$ cat config.mk
export PLATFORM = sky130hd
export DESIGN_NAME = wifi_security_mode_select
export DESIGN_NICKNAME = d
export VERILOG_FILES = /design/src/rtl/wsms_pkg.sv /design/src/rtl/wifi_security_mode_select.sv
export SDC_FILE = /design/constraint.sdc
export NUM_CORES = 1
export LEC_CHECK = 0
export ABC_AREA = 1
export BUFFER_PORTS_ARGS = -buffer_cell sky130_fd_sc_hd__buf_4
export CORE_MARGIN = 5
export CORE_UTILIZATION = 25
export DETAILED_ROUTE_END_ITERATION = 8
export PLACE_DENSITY = 0.48
export SYNTH_ARGS = -nofsm -noshare
export SYNTH_HDL_FRONTEND = slang
export SYNTH_SLANG_ARGS = --single-unit
export TNS_END_PERCENT = 50
$ cat constraint.sdc
create_clock -name clk -period 1.87 [get_ports clk]
set_input_delay 0.374 -clock clk [delete_from_list [all_inputs] [get_ports clk]]
set_output_delay 0.374 -clock clk [all_outputs]
set_load 0.01 [all_outputs]
$ cat src/rtl/wsms_pkg.sv
// Package with the request and response types and the security type decision logic.
`timescale 1ns / 1ps

package wsms_pkg;

    localparam int NUM_TYPES = 11;

    localparam logic [3:0] TYPE_NONE      = 4'd0;
    localparam logic [3:0] TYPE_SWEP      = 4'd1;
    localparam logic [3:0] TYPE_DWEP      = 4'd2;
    localparam logic [3:0] TYPE_LEAP      = 4'd3;
    localparam logic [3:0] TYPE_WPA_PSK   = 4'd4;
    localparam logic [3:0] TYPE_WPA_EAP   = 4'd5;
    localparam logic [3:0] TYPE_WPA2_PSK  = 4'd6;
    localparam logic [3:0] TYPE_WPA2_EAP  = 4'd7;
    localparam logic [3:0] TYPE_SAE       = 4'd8;
    localparam logic [3:0] TYPE_OWE       = 4'd9;
    localparam logic [3:0] TYPE_SUITEB192 = 4'd10;
    localparam logic [3:0] TYPE_UNKNOWN   = 4'd11;

    localparam int CAP_WEP40  = 0;
    localparam int CAP_WEP104 = 1;
    localparam int CAP_TKIP   = 2;
    localparam int CAP_CCMP   = 3;
    localparam int CAP_WPA    = 4;
    localparam int CAP_RSN    = 5;
    localparam int CAP_IBSS   = 6;

    localparam int FLG_PTKIP  = 2;
    localparam int FLG_PCCMP  = 3;
    localparam int FLG_PSK    = 8;
    localparam int FLG_8021X  = 9;
    localparam int FLG_SAE    = 10;
    localparam int FLG_OWE    = 11;
    localparam int FLG_OWETM  = 12;
    localparam int FLG_SB192  = 13;

    typedef struct packed {
        logic [6:0]  iface_caps;
        logic        have_ap;
        logic        adhoc;
        logic        ap_privacy;
        logic [13:0] ap_wpa_flags;
        logic [13:0] ap_rsn_flags;
        logic [3:0]  requested_type;
    } sel_req_t;

    typedef struct packed {
        logic [3:0]  best_type;
        logic        requested_valid;
        logic [10:0] valid_mask;
    } sel_rsp_t;

    function automatic logic ciphers_ok(input logic [6:0] caps, input logic [13:0] fl,
                                        input logic wep_only);
        logic [3:0] pair;
        logic [3:0] grp;
        pair = caps[3:0] & fl[3:0];
        grp  = caps[3:0] & fl[7:4];
        if (wep_only)
        begin
            return |grp[1:0];
        end
        return (|pair) && (|grp);
    endfunction

    function automatic logic psk_pair_ok(input logic [6:0] caps, input logic [13:0] fl,
                                         input logic km);
        return km && ((fl[FLG_PTKIP] && caps[CAP_TKIP]) ||
                      (fl[FLG_PCCMP] && caps[CAP_CCMP]));
    endfunction

    function automatic sel_rsp_t select_security(input sel_req_t r);
        logic [6:0]  caps;
        logic        ap;
        logic        adh;
        logic        priv;
        logic [13:0] wpa;
        logic [13:0] rsn;
        logic        wpa_nz;
        logic        rsn_nz;
        logic        wep_caps;
        logic        wep_ap_ok;
        logic [10:0] mask;
        logic [15:0] mask_ext;
        sel_rsp_t    rsp;

        caps     = r.iface_caps;
        ap       = r.have_ap;
        adh      = r.adhoc;
        priv     = r.ap_privacy;
        wpa      = r.ap_wpa_flags;
        rsn      = r.ap_rsn_flags;
        wpa_nz   = |wpa;
        rsn_nz   = |rsn;
        wep_caps = caps[CAP_WEP40] | caps[CAP_WEP104];

        wep_ap_ok = priv && ((wpa_nz || rsn_nz) ?
                    (ciphers_ok(caps, wpa, 1'b1) || ciphers_ok(caps, rsn, 1'b1)) : 1'b1);

        mask[TYPE_NONE] = !ap ? 1'b1 : (!priv && !wpa_nz && !rsn_nz);
        mask[TYPE_SWEP] = !ap ? wep_caps : wep_ap_ok;
        mask[TYPE_LEAP] = adh ? 1'b0 : (!ap ? wep_caps : wep_ap_ok);
        if (!ap && !adh)
        begin
            mask[TYPE_DWEP] = wep_caps;
        end
        else if (adh || rsn_nz || !priv)
        begin
            mask[TYPE_DWEP] = 1'b0;
        end
        else
        begin
            mask[TYPE_DWEP] = wpa_nz ? (wpa[FLG_8021X] && ciphers_ok(caps, wpa, 1'b0)) : 1'b1;
        end

        mask[TYPE_WPA_PSK] = !adh && caps[CAP_WPA] &&
                             (ap ? psk_pair_ok(caps, wpa, wpa[FLG_PSK]) : 1'b1);
        mask[TYPE_WPA_EAP] = !adh && caps[CAP_WPA] &&
                             (ap ? (wpa[FLG_8021X] && ciphers_ok(caps, wpa, 1'b0)) : 1'b1);

        mask[TYPE_WPA2_PSK] = caps[CAP_RSN] && (!ap ? 1'b1 :
            (adh ? (caps[CAP_IBSS] && rsn[FLG_PCCMP] && caps[CAP_CCMP]) :
                   psk_pair_ok(caps, rsn, rsn[FLG_PSK])));
        mask[TYPE_SAE] = caps[CAP_RSN] && (!ap ? 1'b1 :
            (adh ? (caps[CAP_IBSS] && rsn[FLG_PCCMP] && caps[CAP_CCMP]) :
                   psk_pair_ok(caps, rsn, rsn[FLG_SAE])));

        mask[TYPE_WPA2_EAP] = !adh && caps[CAP_RSN] &&
                              (ap ? (rsn[FLG_8021X] && ciphers_ok(caps, rsn, 1'b0)) : 1'b1);
        mask[TYPE_OWE] = !adh && caps[CAP_RSN] &&
                         (ap ? (rsn[FLG_OWE] || rsn[FLG_OWETM]) : 1'b1);
        mask[TYPE_SUITEB192] = !adh && caps[CAP_RSN] && (ap ? rsn[FLG_SB192] : 1'b1);

        if (mask[TYPE_SUITEB192])
        begin
            rsp.best_type = TYPE_SUITEB192;
        end
        else if (mask[TYPE_SAE])
        begin
            rsp.best_type = TYPE_SAE;
        end
        else if (mask[TYPE_WPA2_EAP])
        begin
            rsp.best_type = TYPE_WPA2_EAP;
        end
        else if (mask[TYPE_WPA2_PSK])
        begin
            rsp.best_type = TYPE_WPA2_PSK;
        end
        else if (mask[TYPE_WPA_EAP])
        begin
            rsp.best_type = TYPE_WPA_EAP;
        end
        else if (mask[TYPE_WPA_PSK])
        begin
            rsp.best_type = TYPE_WPA_PSK;
        end
        else if (mask[TYPE_SWEP])
        begin
            rsp.best_type = TYPE_SWEP;
        end
        else if (mask[TYPE_DWEP])
        begin
            rsp.best_type = TYPE_DWEP;
        end
        else if (mask[TYPE_LEAP])
        begin
            rsp.best_type = TYPE_LEAP;
        end
        else if (mask[TYPE_OWE])
        begin
            rsp.best_type = TYPE_OWE;
        end
        else if (mask[TYPE_NONE])
        begin
            rsp.best_type = TYPE_NONE;
        end
        else
        begin
            rsp.best_type = TYPE_UNKNOWN;
        end

        // Codes above the last defined type read zero bits of the widened mask.
        mask_ext            = {5'b0, mask};
        rsp.requested_valid = mask_ext[r.requested_type];
        rsp.valid_mask      = mask;
        return rsp;
    endfunction

endpackage

$ cat src/rtl/wifi_security_mode_select.sv
// Top level of the wireless security type selector.
//
//   Channel   Handshake          Payload
//   request   start, busy        req  (sel_req_t)
//   response  done               rsp  (sel_rsp_t)
//
// A transaction is taken at every clock edge with start high; busy stays low.
// Done comes from the output valid register, fed by the input valid register, and marks when rsp holds the result.
// The request is held in an input register and the decision logic feeds the response register.
// Reset clears both valid flags; the receiver cannot stall, so nothing is ever held back.
`timescale 1ns / 1ps

module wifi_security_mode_select
    import wsms_pkg::*;
(
    input  logic     clk,
    input  logic     rst_n,
    input  logic     start,
    output logic     busy,
    input  sel_req_t req,
    output logic     done,
    output sel_rsp_t rsp
);

    logic     in_valid_reg;
    sel_req_t in_data_reg;
    logic     out_valid_reg;
    sel_rsp_t out_data_reg;
    sel_rsp_t out_data_next;

    assign busy = 1'b0;

    always_ff @(posedge clk or negedge rst_n)
    begin
        if (!rst_n)
        begin
            in_valid_reg  <= 1'b0;
            out_valid_reg <= 1'b0;
        end
        else
        begin
            in_valid_reg  <= start && !busy;
            out_valid_reg <= in_valid_reg;
        end
    end

    always_ff @(posedge clk)
    begin
        if (start && !busy)
        begin
            in_data_reg <= req;
        end
        if (in_valid_reg)
        begin
            out_data_reg <= out_data_next;
        end
    end

    always_comb
    begin
        out_data_next = select_security(in_data_reg);
    end

    assign done = out_valid_reg;
    assign rsp  = out_data_reg;

endmodule

==> results of run 1 <==
[repair_timing]
| action | in CTS | in global routing |
|---|---|---|
| endpoints found under the setup margin | 0 | 3 |
| gates resized for setup | 0 | 9 |
| hold buffers | 1 | 0 |
| buffers inserted | 0 | 6 |
| hold endpoints to repair | 2 | 0 |
[cells in the mapped netlist (all sizes together), types with 3 or more instances]
cell type | number | area, um^2
a21oi | 3 | 18.77
edfxtp | 58 | 1742
inv | 33 | 123.9
nand2 | 57 | 231.5
nand3 | 15 | 90.09
nand4 | 4 | 25.02
nor2 | 25 | 113.9
o21ai | 9 | 48.80
[cell type report]
| type | instances | area, um^2 | share of cell area |
|---|---|---|---|
| clock buffers | 9 | 123.9 | 0.03641 |
| clock inverters | 6 | 56.30 | 0.01655 |
| inverters | 35 | 131.4 | 0.03862 |
| multi-input cells | 122 | 619.3 | 0.1821 |
| flip-flops and latches | 60 | 1792 | 0.5267 |
| well taps | 133 | 166.4 | 0.04892 |
| repair buffers | 68 | 513.0 | 0.1508 |
[layer usage]
layer	global-route usage	up-vias	part of all wire	wire length [um]
met1	0.1099	793	0.44	2429
met2	0.1379	60	0.47	2585
met4	0.05419	0	0.029	163
met3	0.03939	14	0.064	353
li1	-	880	-	-
met5	0	-	0	0
[power by group through the flow]
stage	Clock (mW)	Combinational (mW)	Sequential (mW)
after global routing	1.17	0.452	1.70
final	1.08	0.404	1.69
after CTS	1.12	0.385	1.69
after floorplan	0	0.176	1.71
after detailed placement	0	0.382	1.72
after global placement	0	0.379	1.72
[worst paths after layout]
| check | slack (ns) | end | cells past startpoint | start |
|---|---|---|---|---|
| max | 0.13 | rsp[12]$_SDFFCE_PP0P_ | 11 | in_data_reg[22]$_DFFE_PP_ |
| min | 0.21 | in_data_reg[31]$_DFFE_PP_ | 1 | req[31] |
| max reg2reg | 0.13 | rsp[12]$_SDFFCE_PP0P_ | 11 | in_data_reg[22]$_DFFE_PP_ |
| min reg2reg | 0.64 | rsp[11]$_DFFE_PP_ | 2 | in_data_reg[3]$_DFFE_PP_ |
| max in group asynchronous | 1.42 | in_valid_reg$_DFF_PN0_ | 2 | rst_n |
| min in group asynchronous | 0.36 | done$_DFF_PN0_ | 2 | rst_n |
[stage by stage]
stage / hold slack, ns / instance area [um^2] / power (mW) / util
2_1_floorplan: 0.07841 / 2524 / 1.889 / -
3_3_place_gp: 0.1616 / 3129 / 2.098 / 0.3187
3_5_place_dp: 0.1632 / 3129 / 2.100 / 0.3187
4_1_cts: 0.1887 / 3319 / 3.190 / 0.3380
5_1_grt: 0.1845 / 3402 / 3.320 / 0.3465
6_report: 0.2051 / 3402 / 3.172 / 0.3465
[cells by family (layout without fill, tap and decap cells)]
kind of cell	Yosys count	in the layout	share of synthesized area
AND/OR/NAND/NOR	104	104	0.1894
buffers and inverters	37	118	0.05950
flip-flops	60	60	0.7100
other	1	1	0.001486
AO/OA/AOI/OAI	17	17	0.03966
[worst max-delay path: stages, from the launching register on]
cell and delay [ns]:
sky130_fd_sc_hd__edfxtp_1 0.38, sky130_fd_sc_hd__or2_1 0.25, sky130_fd_sc_hd__nor2_2 0.12, sky130_fd_sc_hd__nand3_2 0.11
sky130_fd_sc_hd__o21ai_4 0.21, sky130_fd_sc_hd__nand2_1 0.08, sky130_fd_sc_hd__nand2_2 0.08, sky130_fd_sc_hd__nand2_1 0.05
sky130_fd_sc_hd__nand2_1 0.05, sky130_fd_sc_hd__nand2_1 0.05, sky130_fd_sc_hd__nand2_1 0.07, sky130_fd_sc_hd__a21oi_2 0.05
==> summary.md, run 1 <==
• P&R area growth vs syn: 34.80%
• Port-buffer cells: 61
• highest achievable clock rate: 574.0 MHz
• sequential share of the synthesized area: 0.7100
• final wirelength: 5.532 mm
• P per Cell Area: 932.4 mW/mm^2
• pre-CTS worst setup slack: 0.03174 ns
• maximum number of buffers from clock root to sink: 2
• vias: 1747
• data arrival time of the critical path: 1.84 ns
• sinks on the clock net: 60
• final slew viol count: 0
• antenna cells: 0
• vertical die dimension: 110.5 um
• core region area: 0.009819 mm^2
• number of max-capacitance violations reported: 0
• initial antenna violation count: 0
• synthesized net count: 264
• drc violations: 0
• worst-case vdd ir drop: 337.7 uV
• number of routed nets with antenna violations: 0
• register bit total from synthesis: 60
• Worst Clk Skew: 0.007625 ns
• routed wirelength normalized by instance count: 12.78 um
• CTS tree: done
• layout cells sized above 1: 0.3733
• transition time of the tightest slew-check pin: 0.6384 ns
• result of the run: completed
• clock insertion delay at the later pin of the skew report: 0.34 ns
• worst slew margin relative to its limit: 0.5744
• initial standard-cell utilization of the core: 0.2570
• setup repair after global routing missed its margin: true
• clock period minus final worst setup slack: 1.742 ns
• endpoints failing setup: 0
• power share of the combinational group: 0.127
• number of flip-flops under the largest register name: 42
• Clk Tree Root Cell: sky130_fd_sc_hd__clkbuf_8
• leading cell type in the layout, fill and taps excluded: sky130_fd_sc_hd__buf_4
• Max Fanout on Critical Path: 4
• all-layer global routing usage: 0.09214
• most frequent cells in the layout: sky130_fd_sc_hd__buf_4, sky130_fd_sc_hd__edfxtp_1, sky130_fd_sc_hd__nand2_1
• start-to-end type of the worst setup path: reg2reg
• Static Leak: 1.456 nW
• Switching Power: 0.7698 mW
• element type at the critical path end: flip-flop
• count of flip-flops with a built-in enable after synthesis: 58
• switching part of the total: 0.2427
• number of global-route vias before repair: 1788
• final net count: 341
• vias per cell: 4.035
• fill cell instance count of the final layout: 1030
• number of hold-slack violations in the final timing report: 0
• DIE WIDTH: 110.5 um
• Post-Syn Area per Cell: 11.52 um^2
• post-DP HPWL: 4.068 mm
• ys flop type: sky130_fd_sc_hd__edfxtp_1
• Req. time, crit path: 1.97 ns
• Netlist cell types: 27
• setup total negative slack: 0 ns
• design internal power: 2.402 mW
• Post-Syn Area: 0.002524 mm^2
• wire length of the first global-routing pass: 8.680 mm
• number of primary I/O pins: 63
• fin worst setup slack: 0.1279 ns
• remaining global-route overflow: 0
• number of warning messages in the yosys log: 0
• Setup crit start kind: flip-flop
• std cell rows: 36
• proportion of power drawn by the clock network: 0.341
• htree depth: 3
• class of the tightest hold or removal check: in2reg
• clock-pin slew of the registers on the worst-case setup and hold paths: 0.07 ns
• Die Outline Area: 0.01220 mm^2
• Inst Count DP: 411
• maximum number of pins on one net before global-route repair: 44
• First-pass DRT Iterations: 4
• Sequential Power Share: 0.532
• non-filler cells, final: 433
• gpl congestion: 0.7866
• total clock buffers created by CTS: 9
• async set or reset register ratio after synthesis: 0.03333
• count of routing violations after the opening detailed-route iteration: 78
• Tcrit/Tclk final: 0.9316
• cell count after synthesis: 219
Note: power is estimated with default switching activity, not from simulation.
==> run 2: changes to the inputs <==
Settings changed: RECOVER_POWER from default to 25, SETUP_SLACK_MARGIN from default to 0.2.
==> summary.md, run 2 (synthesis results as in run 1) <==
• Sequential Area: 0.001792 mm^2
• Clk Tree Root Cell: sky130_fd_sc_hd__clkbuf_8
• endpoints failing setup: 0
• data arrival time of the critical path: 1.82 ns
• number of primary I/O pins: 63
• final slew viol count: 0
• antenna cells: 0
• final net count: 350
• sinks on the clock net: 60
• Req. time, crit path: 1.97 ns
• First-pass DRT Iterations: 4
• gpl congestion: 0.7866
• Tcrit/Tclk final: 0.9212
• P per Cell Area: 917.6 mW/mm^2
• drc violations: 0
• Port-buffer cells: 61
• DIE WIDTH: 110.5 um
• number of flip-flops under the largest register name: 42
• worst slew margin relative to its limit: 0.5732
• layout cells sized above 1: 0.4013
• power share of the combinational group: 0.135
• Largest delay share family, worst path: simple AND/OR/NAND/NOR gates
• remaining global-route overflow: 0
• CTS tree: done
• result of the run: completed
• element type at the critical path end: flip-flop
• smallest hold slack: 0.2154 ns
• P&R area growth vs syn: 38.13%
• initial antenna violation count: 0
• design internal power: 2.422 mW
• clock period minus final worst setup slack: 1.723 ns
• Critical Path Slowest Stage Cell: sky130_fd_sc_hd__edfxtp_1
• maximum number of buffers from clock root to sink: 2
• maximum number of pins on one net before global-route repair: 44
• switching part of the total: 0.2429
• clock insertion delay at the later pin of the skew report: 0.34 ns
• number of hold-slack violations in the final timing report: 0
• vias per cell: 4.036
• Switching Power: 0.7771 mW
• setup repair after global routing missed its margin: true
• post-detailed-placement cell area: 0.003129 mm^2
• class of the tightest hold or removal check: in2reg
• htree depth: 3
• area taken by multi-input logic gates: 635.6 um^2
• number of buffers and inverters on the critical path: 1
• fill cell instance count of the final layout: 1027
• leading cell type in the layout, fill and taps excluded: sky130_fd_sc_hd__edfxtp_1
• total clock buffers created by CTS: 9
• Die Outline Area: 0.01220 mm^2
• clock-pin slew of the registers on the worst-case setup and hold paths: 0.07 ns
• routed wirelength normalized by instance count: 12.42 um
• count of routing violations after the opening detailed-route iteration: 66
• worst-case vdd ir drop: 337.5 uV
• Final Instance Area: 0.003486 mm^2
• post-DP HPWL: 4.068 mm
• Sequential Power Share: 0.527
• Final Total Pwr: 3.199 mW
• all-layer global routing usage: 0.09248
• transition time of the tightest slew-check pin: 0.6402 ns
• vias: 1784
• Critical Path, Cell by Cell: nor2_2 -> nand3_2 -> inv_1 -> nand3_1 -> o21ai_4 -> nand2_1 -> nand2_2 -> nand2_1 -> nand2_1 -> nand2_1 -> nand2_1 -> a21oi_2
• Setup crit start kind: flip-flop
• Static Leak: 1.495 nW
• Max Fanout on Critical Path: 4
• Post-Route Utilization: 0.3550
• number of global-route vias before repair: 1804
• setup total negative slack: 0 ns
• final wirelength: 5.491 mm
• number of routed nets with antenna violations: 0
• std cell rows: 36
• most frequent cells in the layout: sky130_fd_sc_hd__edfxtp_1, sky130_fd_sc_hd__nand2_1, sky130_fd_sc_hd__buf_4
• wire length of the first global-routing pass: 8.721 mm
• number of max-capacitance violations reported: 0
• start-to-end type of the worst setup path: reg2reg
• cell seen most often among critical-path stages: sky130_fd_sc_hd__nand2_1
• Worst Clk Skew: 0.006854 ns
• highest achievable clock rate: 580.5 MHz
• vertical die dimension: 110.5 um
• initial standard-cell utilization of the core: 0.2570
• core region area: 0.009819 mm^2
• crit-path max cell delay: 0.42 ns
• proportion of power drawn by the clock network: 0.338
-- run 2: cell types whose count changed in the layout (fill, tap and decap cells not counted) --
cell                       delta
sky130_fd_sc_hd__a21oi_1      -1
sky130_fd_sc_hd__nand3_2      +1
sky130_fd_sc_hd__o21ai_0      -1
sky130_fd_sc_hd__o21ai_1      +1
sky130_fd_sc_hd__clkbuf_4    +34
sky130_fd_sc_hd__nor2_1       -1
sky130_fd_sc_hd__a21oi_2      +1
sky130_fd_sc_hd__nand3_1      -1
sky130_fd_sc_hd__nor2_4       +1
sky130_fd_sc_hd__buf_4       -25
-- run 2: what timing repair did --
item / in CTS / in global routing
gates resized for setup: 4 / 10
pin swaps: 8 / 3
hold buffers: 1 / 0
endpoints found under the hold margin: 2 / 0
buffers inserted: 5 / 10
setup endpoints to repair: 3 / 5
-- run 2: worst register-to-register path: cells and delay by family, from the launching register on --
family,cells,cell delay [ns]
compound gates,2,0.27
simple gates,9,0.74
flops,1,0.42
buf+inv,1,0.07
-- run 2: path summary, 6_finish.rpt --
path / cells past startpoint / slack, ns / from / to
max: 12 / 0.15 / in_data_reg[14]$_DFFE_PP_ / rsp[12]$_SDFFCE_PP0P_
min: 1 / 0.22 / req[4] / in_data_reg[4]$_DFFE_PP_
max reg2reg: 12 / 0.15 / in_data_reg[14]$_DFFE_PP_ / rsp[12]$_SDFFCE_PP0P_
min reg2reg: 2 / 0.64 / in_data_reg[3]$_DFFE_PP_ / rsp[11]$_DFFE_PP_
max in group asynchronous: 2 / 1.42 / rst_n / in_valid_reg$_DFF_PN0_
min in group asynchronous: 2 / 0.36 / rst_n / done$_DFF_PN0_
-- run 2: power groups by stage --
stage                     Combinational (mW)  Clock, mW  Sequential, mW
after floorplan                        0.176          0            1.71
after global placement                 0.379          0            1.72
after detailed placement               0.382          0            1.72
after CTS                              0.403       1.12            1.69
after global routing                   0.479       1.17            1.70
final                                  0.431       1.08            1.69
-- run 2: final cells by class --
cell class / count / share of cell area
inverters: 35 / 0.03769
flip-flops and latches: 60 / 0.5140
repair buffers: 77 / 0.1665
clock inverters: 6 / 0.01615
multi-input cells: 122 / 0.1823
well taps: 133 / 0.04774
clock buffers: 9 / 0.03553
-- run 2: metrics by stage --
step | instances | setup WS, ns
floorplan | 219 | 0.3124
finish | 442 | 0.1473
CTS | 432 | 0.1318
global route | 442 | 0.01813
detailed placement | 411 | 0.03174
global placement | 411 | 0.02942
-- run 2: per-layer routing --
metal / track usage / part of all wire / up-vias
li1: - / - / 899
met4: 0.05337 / 0.030 / 0
met5: 0 / 0 / -
met2: 0.1396 / 0.47 / 59
met3: 0.03993 / 0.064 / 14
met1: 0.1095 / 0.44 / 812
